==> config.mk <==
export PLATFORM = sky130hd
export DESIGN_NAME = mru_page_replacement
export DESIGN_NICKNAME = d
export VERILOG_FILES = /design/src/design/mru_pkg.sv /design/src/design/mru_cell.sv /design/src/design/mru_page_replacement.sv
export SDC_FILE = /design/constraint.sdc
export NUM_CORES = 1
export LEC_CHECK = 0
export BUFFER_PORTS_ARGS = -buffer_cell sky130_fd_sc_hd__buf_2
export CORE_UTILIZATION = 50
export CTS_CLUSTER_DIAMETER = 30
export DETAILED_ROUTE_END_ITERATION = 10
export GPL_ROUTABILITY_DRIVEN = 0
export PLACE_DENSITY = 0.68
export SLEW_MARGIN = 0
export SYNTH_ARGS = -nofsm -noshare
export SYNTH_HDL_FRONTEND = slang
export SYNTH_HIERARCHICAL = 1
export SYNTH_SLANG_ARGS = --single-unit
export TNS_END_PERCENT = 5
==> constraint.sdc <==
create_clock -name clk -period 2.99 [get_ports clk]
set_input_delay 0.1495 -clock clk [delete_from_list [all_inputs] [get_ports clk]]
set_output_delay 0.1495 -clock clk [all_outputs]
set_load 0.01 [all_outputs]
==> src/design/mru_pkg.sv <==
// mru_pkg: shared constants and the default probe record for the MRU page
// replacement block. No dependencies; used by mru_cell and mru_page_replacement.
`timescale 1ns / 1ps
`default_nettype none

package mru_pkg;

    localparam int FRAMES_DEF    = 8;
    localparam int PAGE_BITS_DEF = 8;
    localparam int CFG_W         = 4;
    localparam int FAULT_W       = 16;

    localparam int CNT_W_DEF  = $clog2(FRAMES_DEF + 1);
    localparam int SLOT_W_DEF = (FRAMES_DEF > 1) ? $clog2(FRAMES_DEF) : 1;

    // probe record passed cell to cell, default widths
    typedef struct packed {
        logic                     valid;
        logic [PAGE_BITS_DEF-1:0] page;
        logic [PAGE_BITS_DEF-1:0] last;
        logic [CNT_W_DEF-1:0]     n;
        logic [CNT_W_DEF-1:0]     idx;
        logic                     hit;
        logic [SLOT_W_DEF-1:0]    hit_slot;
        logic                     lp_hit;
        logic [SLOT_W_DEF-1:0]    lp_slot;
        logic [PAGE_BITS_DEF-1:0] f0_page;
    } probe_t;

endpackage

`default_nettype wire

==> src/design/mru_cell.sv <==
// mru_cell: one frame of the MRU block; holds a page and its valid bit and
// updates the probe record handed to its right neighbor. Depends on mru_pkg.
`timescale 1ns / 1ps
`default_nettype none

module mru_cell #(
    parameter int  FRAMES       = mru_pkg::FRAMES_DEF,
    parameter int  PAGE_BITS    = mru_pkg::PAGE_BITS_DEF,
    parameter type cell_probe_t = mru_pkg::probe_t
) (
    input  wire logic                 clk,
    input  wire logic                 rst_n,
    input  wire cell_probe_t          probe_in,
    output cell_probe_t               probe_out,
    input  wire logic                 wr_en,
    input  wire logic [PAGE_BITS-1:0] wr_page
);

    localparam int CNT_W  = $clog2(FRAMES + 1);
    localparam int SLOT_W = (FRAMES > 1) ? $clog2(FRAMES) : 1;

    logic [PAGE_BITS-1:0] page_reg;
    logic                 valid_reg;
    cell_probe_t          probe_reg;
    cell_probe_t          probe_next;
    logic                 in_range;
    logic                 match_page;
    logic                 match_last;

    assign in_range   = probe_in.idx < probe_in.n;
    assign match_page = in_range && valid_reg && (page_reg == probe_in.page);
    assign match_last = in_range && valid_reg && (page_reg == probe_in.last);

    always_comb
    begin
        probe_next     = probe_in;
        probe_next.idx = probe_in.idx + CNT_W'(1);
        if (!probe_in.hit && match_page)
        begin
            probe_next.hit      = 1'b1;
            probe_next.hit_slot = probe_in.idx[SLOT_W-1:0];
        end
        if (!probe_in.lp_hit && match_last)
        begin
            probe_next.lp_hit  = 1'b1;
            probe_next.lp_slot = probe_in.idx[SLOT_W-1:0];
        end
        if (probe_in.idx == '0)
        begin
            probe_next.f0_page = page_reg;
        end
    end

    always_ff @(posedge clk or negedge rst_n)
    begin
        if (!rst_n)
        begin
            probe_reg <= '0;
            valid_reg <= 1'b0;
        end
        else
        begin
            probe_reg <= probe_next;
            if (wr_en)
            begin
                valid_reg <= 1'b1;
            end
        end
    end

    always_ff @(posedge clk)
    begin
        if (wr_en)
        begin
            page_reg <= wr_page;
        end
    end

    assign probe_out = probe_reg;

endmodule

`default_nettype wire

==> src/design/mru_page_replacement.sv <==
// mru_page_replacement: top level of the MRU page replacement block; a row of
// mru_cell frames scanned by a probe, plus fill, fault and result logic.
// Depends on mru_pkg and mru_cell.
//
// Usage:
//   Input channel in_valid/in_ready carries one page reference per beat.
//   Output channel out_valid/out_ready carries one result per reference:
//   hit, frame_slot, evicted, evicted_page and the saturating fault_total.
//   cfg_wr_en/cfg_wr_data write frames_in_use (0 acts as 1, above FRAMES
//   acts as FRAMES); write it only while the block is idle.
//   The probe walks one frame cell per cycle, the first at the input beat;
//   the scan result is then registered in end_reg (ST_SCAN to ST_DONE) and
//   committed to the output register in ST_DONE. One reference is in flight
//   at a time, so the next input is taken only after the previous commit.
//   A result waits in the output register while out_ready is low; the next
//   reference is still accepted and scanned, and its commit waits for the
//   output register to drain.
//   Reset clears all frame valid bits, the fill count, the previous page,
//   the fault counter and sets frames_in_use to FRAMES.
`timescale 1ns / 1ps
`default_nettype none

module mru_page_replacement #(
    parameter int FRAMES    = mru_pkg::FRAMES_DEF,
    parameter int PAGE_BITS = mru_pkg::PAGE_BITS_DEF
) (
    input  wire logic                                            clk,
    input  wire logic                                            rst_n,
    input  wire logic                                            cfg_wr_en,
    input  wire logic [mru_pkg::CFG_W-1:0]                       cfg_wr_data,
    input  wire logic                                            in_valid,
    output logic                                                 in_ready,
    input  wire logic [PAGE_BITS-1:0]                            page_number,
    output logic                                                 out_valid,
    input  wire logic                                            out_ready,
    output logic                                                 hit,
    output logic [((FRAMES > 1) ? $clog2(FRAMES) : 1)-1:0]       frame_slot,
    output logic                                                 evicted,
    output logic [PAGE_BITS-1:0]                                 evicted_page,
    output logic [mru_pkg::FAULT_W-1:0]                          fault_total
);

    import mru_pkg::*;

    localparam int CNT_W  = $clog2(FRAMES + 1);
    localparam int SLOT_W = (FRAMES > 1) ? $clog2(FRAMES) : 1;
    localparam int NW     = (CNT_W > CFG_W) ? CNT_W : CFG_W;

    typedef struct packed {
        logic                 valid;
        logic [PAGE_BITS-1:0] page;
        logic [PAGE_BITS-1:0] last;
        logic [CNT_W-1:0]     n;
        logic [CNT_W-1:0]     idx;
        logic                 hit;
        logic [SLOT_W-1:0]    hit_slot;
        logic                 lp_hit;
        logic [SLOT_W-1:0]    lp_slot;
        logic [PAGE_BITS-1:0] f0_page;
    } scan_probe_t;

    typedef enum logic [2:0] {
        ST_IDLE = 3'b001,
        ST_SCAN = 3'b010,
        ST_DONE = 3'b100
    } state_t;

    state_t               state_reg;
    state_t               state_next;
    logic [CFG_W-1:0]     frames_cfg_reg;
    logic [CNT_W-1:0]     fill_reg;
    logic [CNT_W-1:0]     fill_next;
    logic [PAGE_BITS-1:0] last_page_reg;
    logic [FAULT_W-1:0]   fault_reg;
    logic [FAULT_W-1:0]   fault_next;
    scan_probe_t          end_reg;
    scan_probe_t          chain [FRAMES+1];
    scan_probe_t          inject;
    logic [NW-1:0]        cfg_ext;
    logic [CNT_W-1:0]     n_eff;
    logic                 accept;
    logic                 commit;
    logic                 miss;
    logic                 has_free;
    logic [SLOT_W-1:0]    slot_c;
    logic                 ev_c;
    logic [PAGE_BITS-1:0] ev_page_c;
    logic [FRAMES-1:0]    wr_sel;

    logic                 out_valid_reg;
    logic                 hit_reg;
    logic [SLOT_W-1:0]    slot_reg;
    logic                 ev_reg;
    logic [PAGE_BITS-1:0] ev_page_reg;

    // effective frame count
    always_comb
    begin
        cfg_ext = NW'(frames_cfg_reg);
        if (cfg_ext == '0)
        begin
            n_eff = CNT_W'(1);
        end
        else if (cfg_ext > NW'(FRAMES))
        begin
            n_eff = CNT_W'(FRAMES);
        end
        else
        begin
            n_eff = cfg_ext[CNT_W-1:0];
        end
    end

    assign in_ready = (state_reg == ST_IDLE);
    assign accept   = in_valid && in_ready;
    assign commit   = (state_reg == ST_DONE) && (!out_valid_reg || out_ready);

    always_comb
    begin
        inject       = '0;
        inject.valid = accept;
        inject.page  = page_number;
        inject.last  = last_page_reg;
        inject.n     = n_eff;
    end

    assign chain[0] = inject;

    for (genvar k = 0; k < FRAMES; k++)
    begin : g_cell
        mru_cell #(
            .FRAMES       (FRAMES),
            .PAGE_BITS    (PAGE_BITS),
            .cell_probe_t (scan_probe_t)
        ) u_cell (
            .clk       (clk),
            .rst_n     (rst_n),
            .probe_in  (chain[k]),
            .probe_out (chain[k+1]),
            .wr_en     (wr_sel[k]),
            .wr_page   (end_reg.page)
        );
    end

    // resolve the scanned reference
    always_comb
    begin
        miss      = !end_reg.hit;
        has_free  = fill_reg < end_reg.n;
        ev_c      = 1'b0;
        ev_page_c = '0;
        fill_next = fill_reg;
        if (!miss)
        begin
            slot_c = end_reg.hit_slot;
        end
        else if (has_free)
        begin
            slot_c    = fill_reg[SLOT_W-1:0];
            fill_next = fill_reg + CNT_W'(1);
        end
        else
        begin
            // frame 0 is always loaded once frames are full
            ev_c      = 1'b1;
            slot_c    = end_reg.lp_hit ? end_reg.lp_slot : '0;
            ev_page_c = end_reg.lp_hit ? end_reg.last : end_reg.f0_page;
        end
        fault_next = fault_reg;
        if (miss && (fault_reg != '1))
        begin
            fault_next = fault_reg + FAULT_W'(1);
        end
        wr_sel = (commit && miss) ? (FRAMES'(1) << slot_c) : '0;
    end

    always_comb
    begin
        state_next = state_reg;
        case (state_reg)
            ST_IDLE:
            begin
                if (accept)
                begin
                    state_next = ST_SCAN;
                end
            end
            ST_SCAN:
            begin
                if (chain[FRAMES].valid)
                begin
                    state_next = ST_DONE;
                end
            end
            ST_DONE:
            begin
                if (commit)
                begin
                    state_next = ST_IDLE;
                end
            end
            default:
            begin
                state_next = ST_IDLE;
            end
        endcase
    end

    always_ff @(posedge clk or negedge rst_n)
    begin
        if (!rst_n)
        begin
            state_reg      <= ST_IDLE;
            frames_cfg_reg <= CFG_W'(FRAMES);
            fill_reg       <= '0;
            last_page_reg  <= '0;
            fault_reg      <= '0;
            out_valid_reg  <= 1'b0;
        end
        else
        begin
            state_reg <= state_next;
            if (cfg_wr_en)
            begin
                frames_cfg_reg <= cfg_wr_data;
            end
            if (commit)
            begin
                fill_reg      <= fill_next;
                last_page_reg <= end_reg.page;
                fault_reg     <= fault_next;
                out_valid_reg <= 1'b1;
            end
            else if (out_ready)
            begin
                out_valid_reg <= 1'b0;
            end
        end
    end

    always_ff @(posedge clk)
    begin
        if ((state_reg == ST_SCAN) && chain[FRAMES].valid)
        begin
            end_reg <= chain[FRAMES];
        end
        if (commit)
        begin
            hit_reg     <= !miss;
            slot_reg    <= slot_c;
            ev_reg      <= ev_c;
            ev_page_reg <= ev_page_c;
        end
    end

    assign out_valid    = out_valid_reg;
    assign hit          = hit_reg;
    assign frame_slot   = slot_reg;
    assign evicted      = ev_reg;
    assign evicted_page = ev_page_reg;
    assign fault_total  = fault_reg;

`ifndef NO_ASSERTIONS
    a_hit_no_evict: assert property (@(posedge clk) disable iff (!rst_n)
        out_valid_reg && hit_reg |-> !ev_reg)
        else $error("hit result reports an eviction");

    a_fault_only_on_commit: assert property (@(posedge clk) disable iff (!rst_n)
        !commit |=> $stable(fault_reg))
        else $error("fault counter moved outside a commit");

    a_scan_end_in_scan: assert property (@(posedge clk) disable iff (!rst_n)
        chain[FRAMES].valid |-> (state_reg == ST_SCAN))
        else $error("probe left the cell row outside the scan state");

    a_fill_bound: assert property (@(posedge clk) disable iff (!rst_n)
        fill_reg <= CNT_W'(FRAMES))
        else $error("fill count beyond frame count");
`endif

endmodule

`default_nettype wire

==> flow_summary.ini, run 1 <==
[outcome]
outcome = finished with violations
violations = DRC

[logic_synthesis]
syn_area_sq_um = 18300
yosysWarnings = 6
syn_area_per_cell_sq_um = 16.2
synthCells = 1135

[floorplan]
dieArea_sq_um = 37400
rows = 69
die_x_um = 194
ioPinCount = 48
core_sq_um = 35800
start_util_pct = 51.2
die_y_um = 194

[power]
max-vdd-ir-drop_mv = 0.588
power.density_nw_per_um2 = 901
power.leakage_nw = 9.58
finalPower_mw = 20.7

[detailed_routing]
drtPass1Iterations = 8
viasPerCell = 4.96
drtIter0Drc = 418
drc = 4
route.final.wire_length_um = 33600
via_count = 9364
routedWlPerCell_um = 17.8
final_antenna_net_count = 0

[grt]
antenna_found_initial = 0
grt_max_degree = 111
grt_pass1_wl_um = 54900
globalRoute.totalOverflow = 0
grt_usage_pct = 19.0
grt_pass1_vias = 10330

[cells_and_area]
diodes = 0
area_growth_pct = 25.1
num-nets-final = 1410
post-route-cell-area_sq_um = 22900
final_core_util_pct = 64.0
largest_reg_flops = 324
fin_cells = 1888
drive_above_1_share_pct = 27.5

[sta]
period_needed_ps = 2660
finalHoldViolCount = 0
setup_viol = 0
max_slew.worst_pin.slew_ps = 868
fmax_ghz = 0.376
setup_tns_ps = 0
clock_skew_ps = 23.2
period_share_pct = 88.9
slew_headroom_pct = 42.2
finalMaxSlewViolations = 0
rsz0062_at_grt = false

[clocking]
cts_buffers = 91
cts_max_level = 3
cts_tree = yes
clk_pin_slew_ps = 50
cts-resized-gates = 0
worst_skew_pair.late_latency_ps = 590
clk_path_buf_depth = 3
cts.root.buffer_cell = clkbuf_16
clkSinkCount = 481

[worst_hold_path]
min_path_cells = 3
holdCritStartpoint = out_ready
min_path_type = in2reg
min_to = out_valid$_DFFE_PN0P_

[place]
numPortBuffers = 47
dp.final_hpwl_um = 22700
dp.cells = 1699
placed_cell_area_sq_um = 19500

[worst_setup_path]
end_kind = flip-flop
cp_max_fo = 9
reg2reg_setup_slack_ps = 330
rr_worst_depth = 7
cp_data_arrival_time_ps = 3120
startpoint_type = flip-flop
crit_required_ps = 3460
worstSetupPathType = reg2reg
r2r-end = g_cell[7].u_cell/valid_reg$_DFFE_PN0P_
r2r_start = fill_reg[1]$_DFFE_PN0P_

[flow_run]
drv_cap = 0
[cell usage in the layout (no fill, tap or decap), types with 4 or more instances in the layout]
cell type      count
a21oi_1           10
and4_1             4
buf_2             46
buf_4             22
bufinv_16         14
clkbuf_1          13
clkbuf_16         96
clkbuf_8           5
clkinv_1           4
clkinv_2           9
clkinv_4          10
clkinvlp_4         9
conb_1            39
dfrtp_1          366
dlygate4sd3_1     18
edfxtp_1         113
ha_1              44
inv_1             76
inv_6              8
mux2_1            26
mux2_2           101
mux2i_1            9
nand2_1           17
nand3_1           15
nand4_1           38
nor2_1            17
nor3_1            11
nor3b_2           16
nor4_4            17
o2111ai_4          8
o211ai_1           4
o211ai_2           8
o31ai_1           16
or2_2              8
xnor2_1          143
xor2_1            11
[report_power, final]
group | internal, mW | switching, mW | total, mW
Sequential | 7.66 | 0.650 | 8.32
Clock | 7.23 | 3.37 | 10.6
Combinational | 0.879 | 0.886 | 1.77
Total | 15.8 | 4.91 | 20.7
[per-stage QoR]
step	worst slack [ps]	hold WS [ps]
3_3_place_gp	391	282
6_report	333	34.9
2_1_floorplan	259	-146
4_1_cts	337	19.0
3_5_place_dp	400	284
5_1_grt	171	65.5
[cell type report]
cell class	instances	area [sq um]
Fill cell	2515	12900
Sequential cell	481	12600
Multi-Input combinational cell	609	5560
Clock buffer	114	2520
Clock inverter	57	758
Timing Repair Buffer	89	631
Tap cell	461	577
Inverter	77	289
[worst max-delay path by stage]
stage | startpoint | to | slack (ps) | cells past startpoint
2_1_floorplan | fill_reg[1]$_DFFE_PN0P_ | g_cell[3].u_cell/page_reg[0]$_DFFE_PP_ | 260 | 5
3_3_place_gp | fill_reg[1]$_DFFE_PN0P_ | g_cell[3].u_cell/page_reg[5]$_DFFE_PP_ | 390 | 7
3_5_place_dp | fill_reg[1]$_DFFE_PN0P_ | g_cell[0].u_cell/valid_reg$_DFFE_PN0P_ | 400 | 9
4_1_cts | fill_reg[1]$_DFFE_PN0P_ | g_cell[5].u_cell/valid_reg$_DFFE_PN0P_ | 340 | 7
5_1_grt | fill_reg[1]$_DFFE_PN0P_ | g_cell[5].u_cell/valid_reg$_DFFE_PN0P_ | 170 | 7
6_report | fill_reg[1]$_DFFE_PN0P_ | g_cell[7].u_cell/valid_reg$_DFFE_PN0P_ | 330 | 7
[critical path, stage by stage (launching register included)]
cell,delay [ps]
dfrtp_1,410
ha_1,260
or3b_2,490
a21oi_1,240
mux2i_1,550
nor3_1,120
buf_4,200
or2_2,280
[routing by layer]
| metal | track usage (%) | share of wire, % |
|---|---|---|
| met3 | 4.03 | 4.1 |
| met4 | 9.51 | 3.9 |
| met1 | 21.8 | 39 |
| met2 | 33.6 | 53 |
| met5 | 0 | 0 |
[what timing repair did]
action                                 in CTS  in global routing
hold buffers                               18                  0
endpoints found under the hold margin     114                  0
setup buffers                               0                  0
(Power assumes the default switching activity.)
==> run 2, diff against run 1 <==
Settings changed: CTS_BUF_LIST from default to sky130_fd_sc_hd__clkbuf_16.
==> run 2 against run 1 <==
Effect of this change: the run still ends with DRC left; non-clock buffer count stayed put; die area stayed put; wire length hardly changed; total power is 0.81% lower; worst hold slack better by 1.0 ps; core utilization is 0.14 points lower; global-route usage hardly changed; fmax is 0.25% higher; sequential cell count stayed put; first-iteration DRC count is 4.5% lower; via count is 0.12% lower; largest cell class unchanged.
==> flow_summary.ini, run 2 (synthesis gave the netlist of run 1 again) <==
[outcome]
outcome = finished with violations
violations = DRC

[sta]
hold_slack_ps = 35.9
clock_skew_ps = 22.3
fin_ws_ps = 339
period_needed_ps = 2650
fmax_ghz = 0.377
setup_viol = 0
max_slew.worst_pin.slew_ps = 874
period_share_pct = 88.7
finalHoldViolCount = 0
rsz0062_at_grt = false
slew_headroom_pct = 41.7
setup_tns_ps = 0
finalMaxSlewViolations = 0

[detailed_routing]
via_count = 9353
final_antenna_net_count = 0
route.final.wire_length_um = 33600
drtPass1Iterations = 7
drtIter0Drc = 399
route.met2.wl_um = 17800
dr.max_layer_used = met4
viasPerCell = 4.95
wl_met1_um = 13200
wl_met3_um = 1330
drc = 4
routedWlPerCell_um = 17.8

[floorplan]
rows = 69
start_util_pct = 51.2
core_sq_um = 35800
dieArea_sq_um = 37400
die_x_um = 194
die_y_um = 194
ioPinCount = 48

[worst_setup_path]
cp_top_family = simple AND/OR/NAND/NOR gates
startpoint_type = flip-flop
cp_data_arrival_time_ps = 3120
worstSetupPathType = reg2reg
rr_worst_depth = 7
path_cells = ha_1 > or3b_2 > a21oi_1 > mux2i_1 > nor3_1 > buf_4 > or2_2
crit_slowest_cell = mux2i_1
cp_max_fo = 9
cp_num_buf_inv = 1
cp_slowest_stage_delay_ps = 550
worstSetupStartpoint = fill_reg[1]$_DFFE_PN0P_
r2r_start = fill_reg[1]$_DFFE_PN0P_
crit_required_ps = 3460
crit_cells = 7
end_kind = flip-flop

[clocking]
clk_path_buf_depth = 3
cts_max_level = 3
cts_buffers = 91
cts-resized-gates = 0
worst_skew_pair.late_latency_ps = 590
clkSinkCount = 481
cts.root.buffer_cell = clkbuf_16
clk_pin_slew_ps = 50
cts_tree = yes

[worst_hold_path]
holdCritStartpoint = out_ready
min_path_cells = 3
min_path_type = in2reg

[power]
finalPower_mw = 20.5
power.density_nw_per_um2 = 896
max-vdd-ir-drop_mv = 0.606
power.leakage_nw = 9.61

[cells_and_area]
diodes = 0
drive_above_1_share_pct = 27.1
multi_input_area_sq_um = 5560
post-route-cell-area_sq_um = 22900
nFillCells = 2517
final_common_cell = dfrtp_1
regArea_sq_um = 12600
largest_reg_flops = 324
area_growth_pct = 24.8
mostFrequentLayoutCells = dfrtp_1, xnor2_1, edfxtp_1
num-nets-final = 1410

[grt]
grt_max_degree = 111
globalRoute.totalOverflow = 0
grt_usage_pct = 19.0
antenna_found_initial = 0
grt_pass1_wl_um = 54900
grt_pass1_vias = 10308

[place]
numPortBuffers = 47
pre_cts_ws_ps = 400
placed_cell_area_sq_um = 19500
dp.final_hpwl_um = 22700

[flow_run]
drv_cap = 0
==> run 2: changes by cell type in the layout (fill, tap and decap cells not counted), sizes merged <==
cell    previous run  this run
clkbuf           114        96
inv               86        99
clkinv            25        30
==> run 2: worst paths after layout <==
path / end / slack [ps]
setup / recovery: g_cell[7].u_cell/valid_reg$_DFFE_PN0P_ / 340
hold / removal: out_valid$_DFFE_PN0P_ / 40
setup reg to reg: g_cell[7].u_cell/valid_reg$_DFFE_PN0P_ / 340
hold reg to reg: g_cell[2].u_cell/probe_out[40]$_DFF_PN0_ / 340
max in group asynchronous: g_cell[5].u_cell/probe_out[38]$_DFF_PN0_ / 1860
min in group asynchronous: fault_total[11]$_DFFE_PN0P_ / 230
==> run 2: what timing repair did <==
action	CTS	global route
hold endpoints to repair	114	0
hold buffers	18	0
setup buffers	0	0
==> run 2: area by class of cell <==
cell class / instances / area share (%)
sequential: 481 / 55.1
multi-input combinational: 609 / 24.3
clock buffer: 96 / 10.5
clock inverter: 75 / 3.61
timing repair buffer: 89 / 2.75
tap: 461 / 2.52
inverter: 77 / 1.26
==> run 2: worst register-to-register path: stages (launching register included) <==
cell and delay (ps):
dfrtp_1 410, ha_1 260, or3b_2 490, a21oi_1 240, mux2i_1 550, nor3_1 120
buf_4 200, or2_2 280
==> run 2: through the flow <==
stage | utilization [%] | instances
global placement | 54.4 | 1699
floorplan | - | 1173
global route | 63.9 | 1888
CTS | 63.9 | 1888
detailed placement | 54.4 | 1699
finish | 63.9 | 1888
==> run 2: per-layer routing <==
layer  GRT usage (%)  vias to the layer above
met5               0                        -
met2            33.6                      189
li1                -                     4433
met3            4.11                       76
met4            9.51                        0
met1            21.8                     4655
==> run 2: power by group <==
| part | leakage, nW | switching (mW) | internal [mW] | total, mW |
|---|---|---|---|---|
| Sequential | 5.51 | 0.652 | 7.66 | 8.32 |
| Clock | 1.60 | 3.38 | 7.05 | 10.4 |
| Combinational | 2.50 | 0.889 | 0.879 | 1.77 |
| Total | 9.61 | 4.92 | 15.6 | 20.5 |
==> run 3, diff against run 2 <==
Settings changed: CORE_UTILIZATION 50 to 30, PLACE_DENSITY 0.68 to 0.46.
==> run 3 against run 2 <==
Effect of this change: the flow now finishes without violations; fmax fell by 5.2%; total power rose by 0.84%; die area grew 66%; non-clock buffer count unchanged; highest routed layer unchanged.
==> flow_summary.ini, run 3 (synthesis gave the netlist of run 1 again) <==
[outcome]
outcome = complete, no violations

[power]
power.density_nw_per_um2 = 882
intPower_mw = 15.5
clkPwrFrac_pct = 51.3
max-vdd-ir-drop_mv = 0.507
swShare_pct = 25.0
combinationalPowerShare_pct = 8.4
power_switching_mw = 5.17
power.leakage_nw = 9.69
seqPwrFrac_pct = 40.2

[cells_and_area]
mostFrequentLayoutCells = dfrtp_1, xnor2_1, edfxtp_1
post-route-cell-area_sq_um = 23500
fin_cells = 2227
num-nets-final = 1419
diodes = 0
final_core_util_pct = 38.9
area_growth_pct = 27.9
drive_above_1_share_pct = 27.9
largest_reg_flops = 324
final_common_cell = dfrtp_1
nFillCells = 5720

[flow_run]
drv_cap = 0

[floorplan]
die_x_um = 249
ioPinCount = 48
core_sq_um = 60400
start_util_pct = 30.4
die_y_um = 249
rows = 90
dieArea_sq_um = 62100

[worst_setup_path]
cp_top_family = simple AND/OR/NAND/NOR gates
cp_max_fo = 9
crit_slowest_cell = or3b_2
worstSetupPathType = reg2reg
path_cells = ha_1 > or3b_2 > a21oi_1 > o211ai_1 > nor3_1 > buf_4
crit_required_ps = 3330
end_kind = flip-flop
cp_data_arrival_time_ps = 3140
startpoint_type = flip-flop
cp_num_buf_inv = 1
cp_slowest_stage_delay_ps = 490

[grt]
grt_pass1_vias = 10328
globalRoute.totalOverflow = 0
antenna_found_initial = 1
grt_usage_pct = 12.4
grt_max_degree = 86
grt_pass1_wl_um = 59300

[detailed_routing]
viasPerCell = 4.13
drc = 0
routedWlPerCell_um = 16.4
route.final.wire_length_um = 36600
drtPass1Iterations = 4
final_antenna_net_count = 0
via_count = 9188
drtIter0Drc = 293

[clocking]
postCtsSetupBuffers = 0
cts.root.buffer_cell = clkbuf_16
cts-resized-gates = 0
clk_pin_slew_ps = 50
clk_path_buf_depth = 3
worst_skew_pair.late_latency_ps = 640
cts_hold_buffers = 19
cts_max_level = 3
cts_tree = yes
cts_buffers = 100
clkSinkCount = 481

[sta]
finalHoldViolCount = 0
setup_tns_ps = 0
period_share_pct = 93.5
clock_skew_ps = 41.8
period_needed_ps = 2800
slew_headroom_pct = 43.4
finalMaxSlewViolations = 0
fmax_ghz = 0.358
hold_slack_ps = 101
max_slew.worst_pin.slew_ps = 847
rsz0062_at_grt = false
setup_viol = 0

[place]
dp.final_hpwl_um = 26100
numPortBuffers = 47
dp.cells = 2019
placed_cell_area_sq_um = 19900

[worst_hold_path]
min_path_type = in2async
[run 3: worst paths after layout]
path | start | end | slack, ps | cells after the start
setup reg to reg | fill_reg[1]$_DFFE_PN0P_ | g_cell[3].u_cell/page_reg[5]$_DFFE_PP_ | 190 | 6
hold / removal | rst_n | fault_total[12]$_DFFE_PN0P_ | 100 | 2
min in group clk | page_number[7] | g_cell[0].u_cell/probe_out[39]$_DFF_PN0_ | 180 | 2
hold reg to reg | g_cell[4].u_cell/probe_out[40]$_DFF_PN0_ | g_cell[5].u_cell/probe_out[40]$_DFF_PN0_ | 340 | 0
max in group asynchronous | rst_n | cfg_ext[3]$_DFFE_PN1P_ | 1980 | 3
setup / recovery | fill_reg[1]$_DFFE_PN0P_ | g_cell[3].u_cell/page_reg[5]$_DFFE_PP_ | 190 | 6
[run 3: power groups by stage]
stage	Sequential (mW)	Clock [mW]	Combinational (mW)
2_1_floorplan	8.19	0	1.33
3_3_place_gp	8.44	0	1.71
3_5_place_dp	8.45	0	1.75
4_1_cts	8.35	10.9	1.79
5_1_grt	8.45	11.2	1.96
6_report	8.32	10.6	1.75
[run 3: through the flow]
stage / total power, mW / setup slack, ps
after floorplan: 9.52 / 259
after global placement: 10.2 / 326
after detailed placement: 10.2 / 265
after CTS: 21.0 / 259
after global routing: 21.6 / 92.0
final: 20.7 / 194
[run 3: metal layers]
layer | GRT usage [%] | part of all wire, %
met5 | 0 | 0
met4 | 4.80 | 2.7
met3 | 3.26 | 4.1
met2 | 21.8 | 52
met1 | 14.3 | 41
[run 3: cell type report]
type | instances | area, sq um | area share (%)
clock buffer | 101 | 2530 | 10.8
multi-input combinational | 609 | 5570 | 23.7
tap | 782 | 978 | 4.17
inverter | 77 | 289 | 1.23
clock inverter | 88 | 836 | 3.56
timing repair buffer | 89 | 646 | 2.75
sequential | 481 | 12600 | 53.8
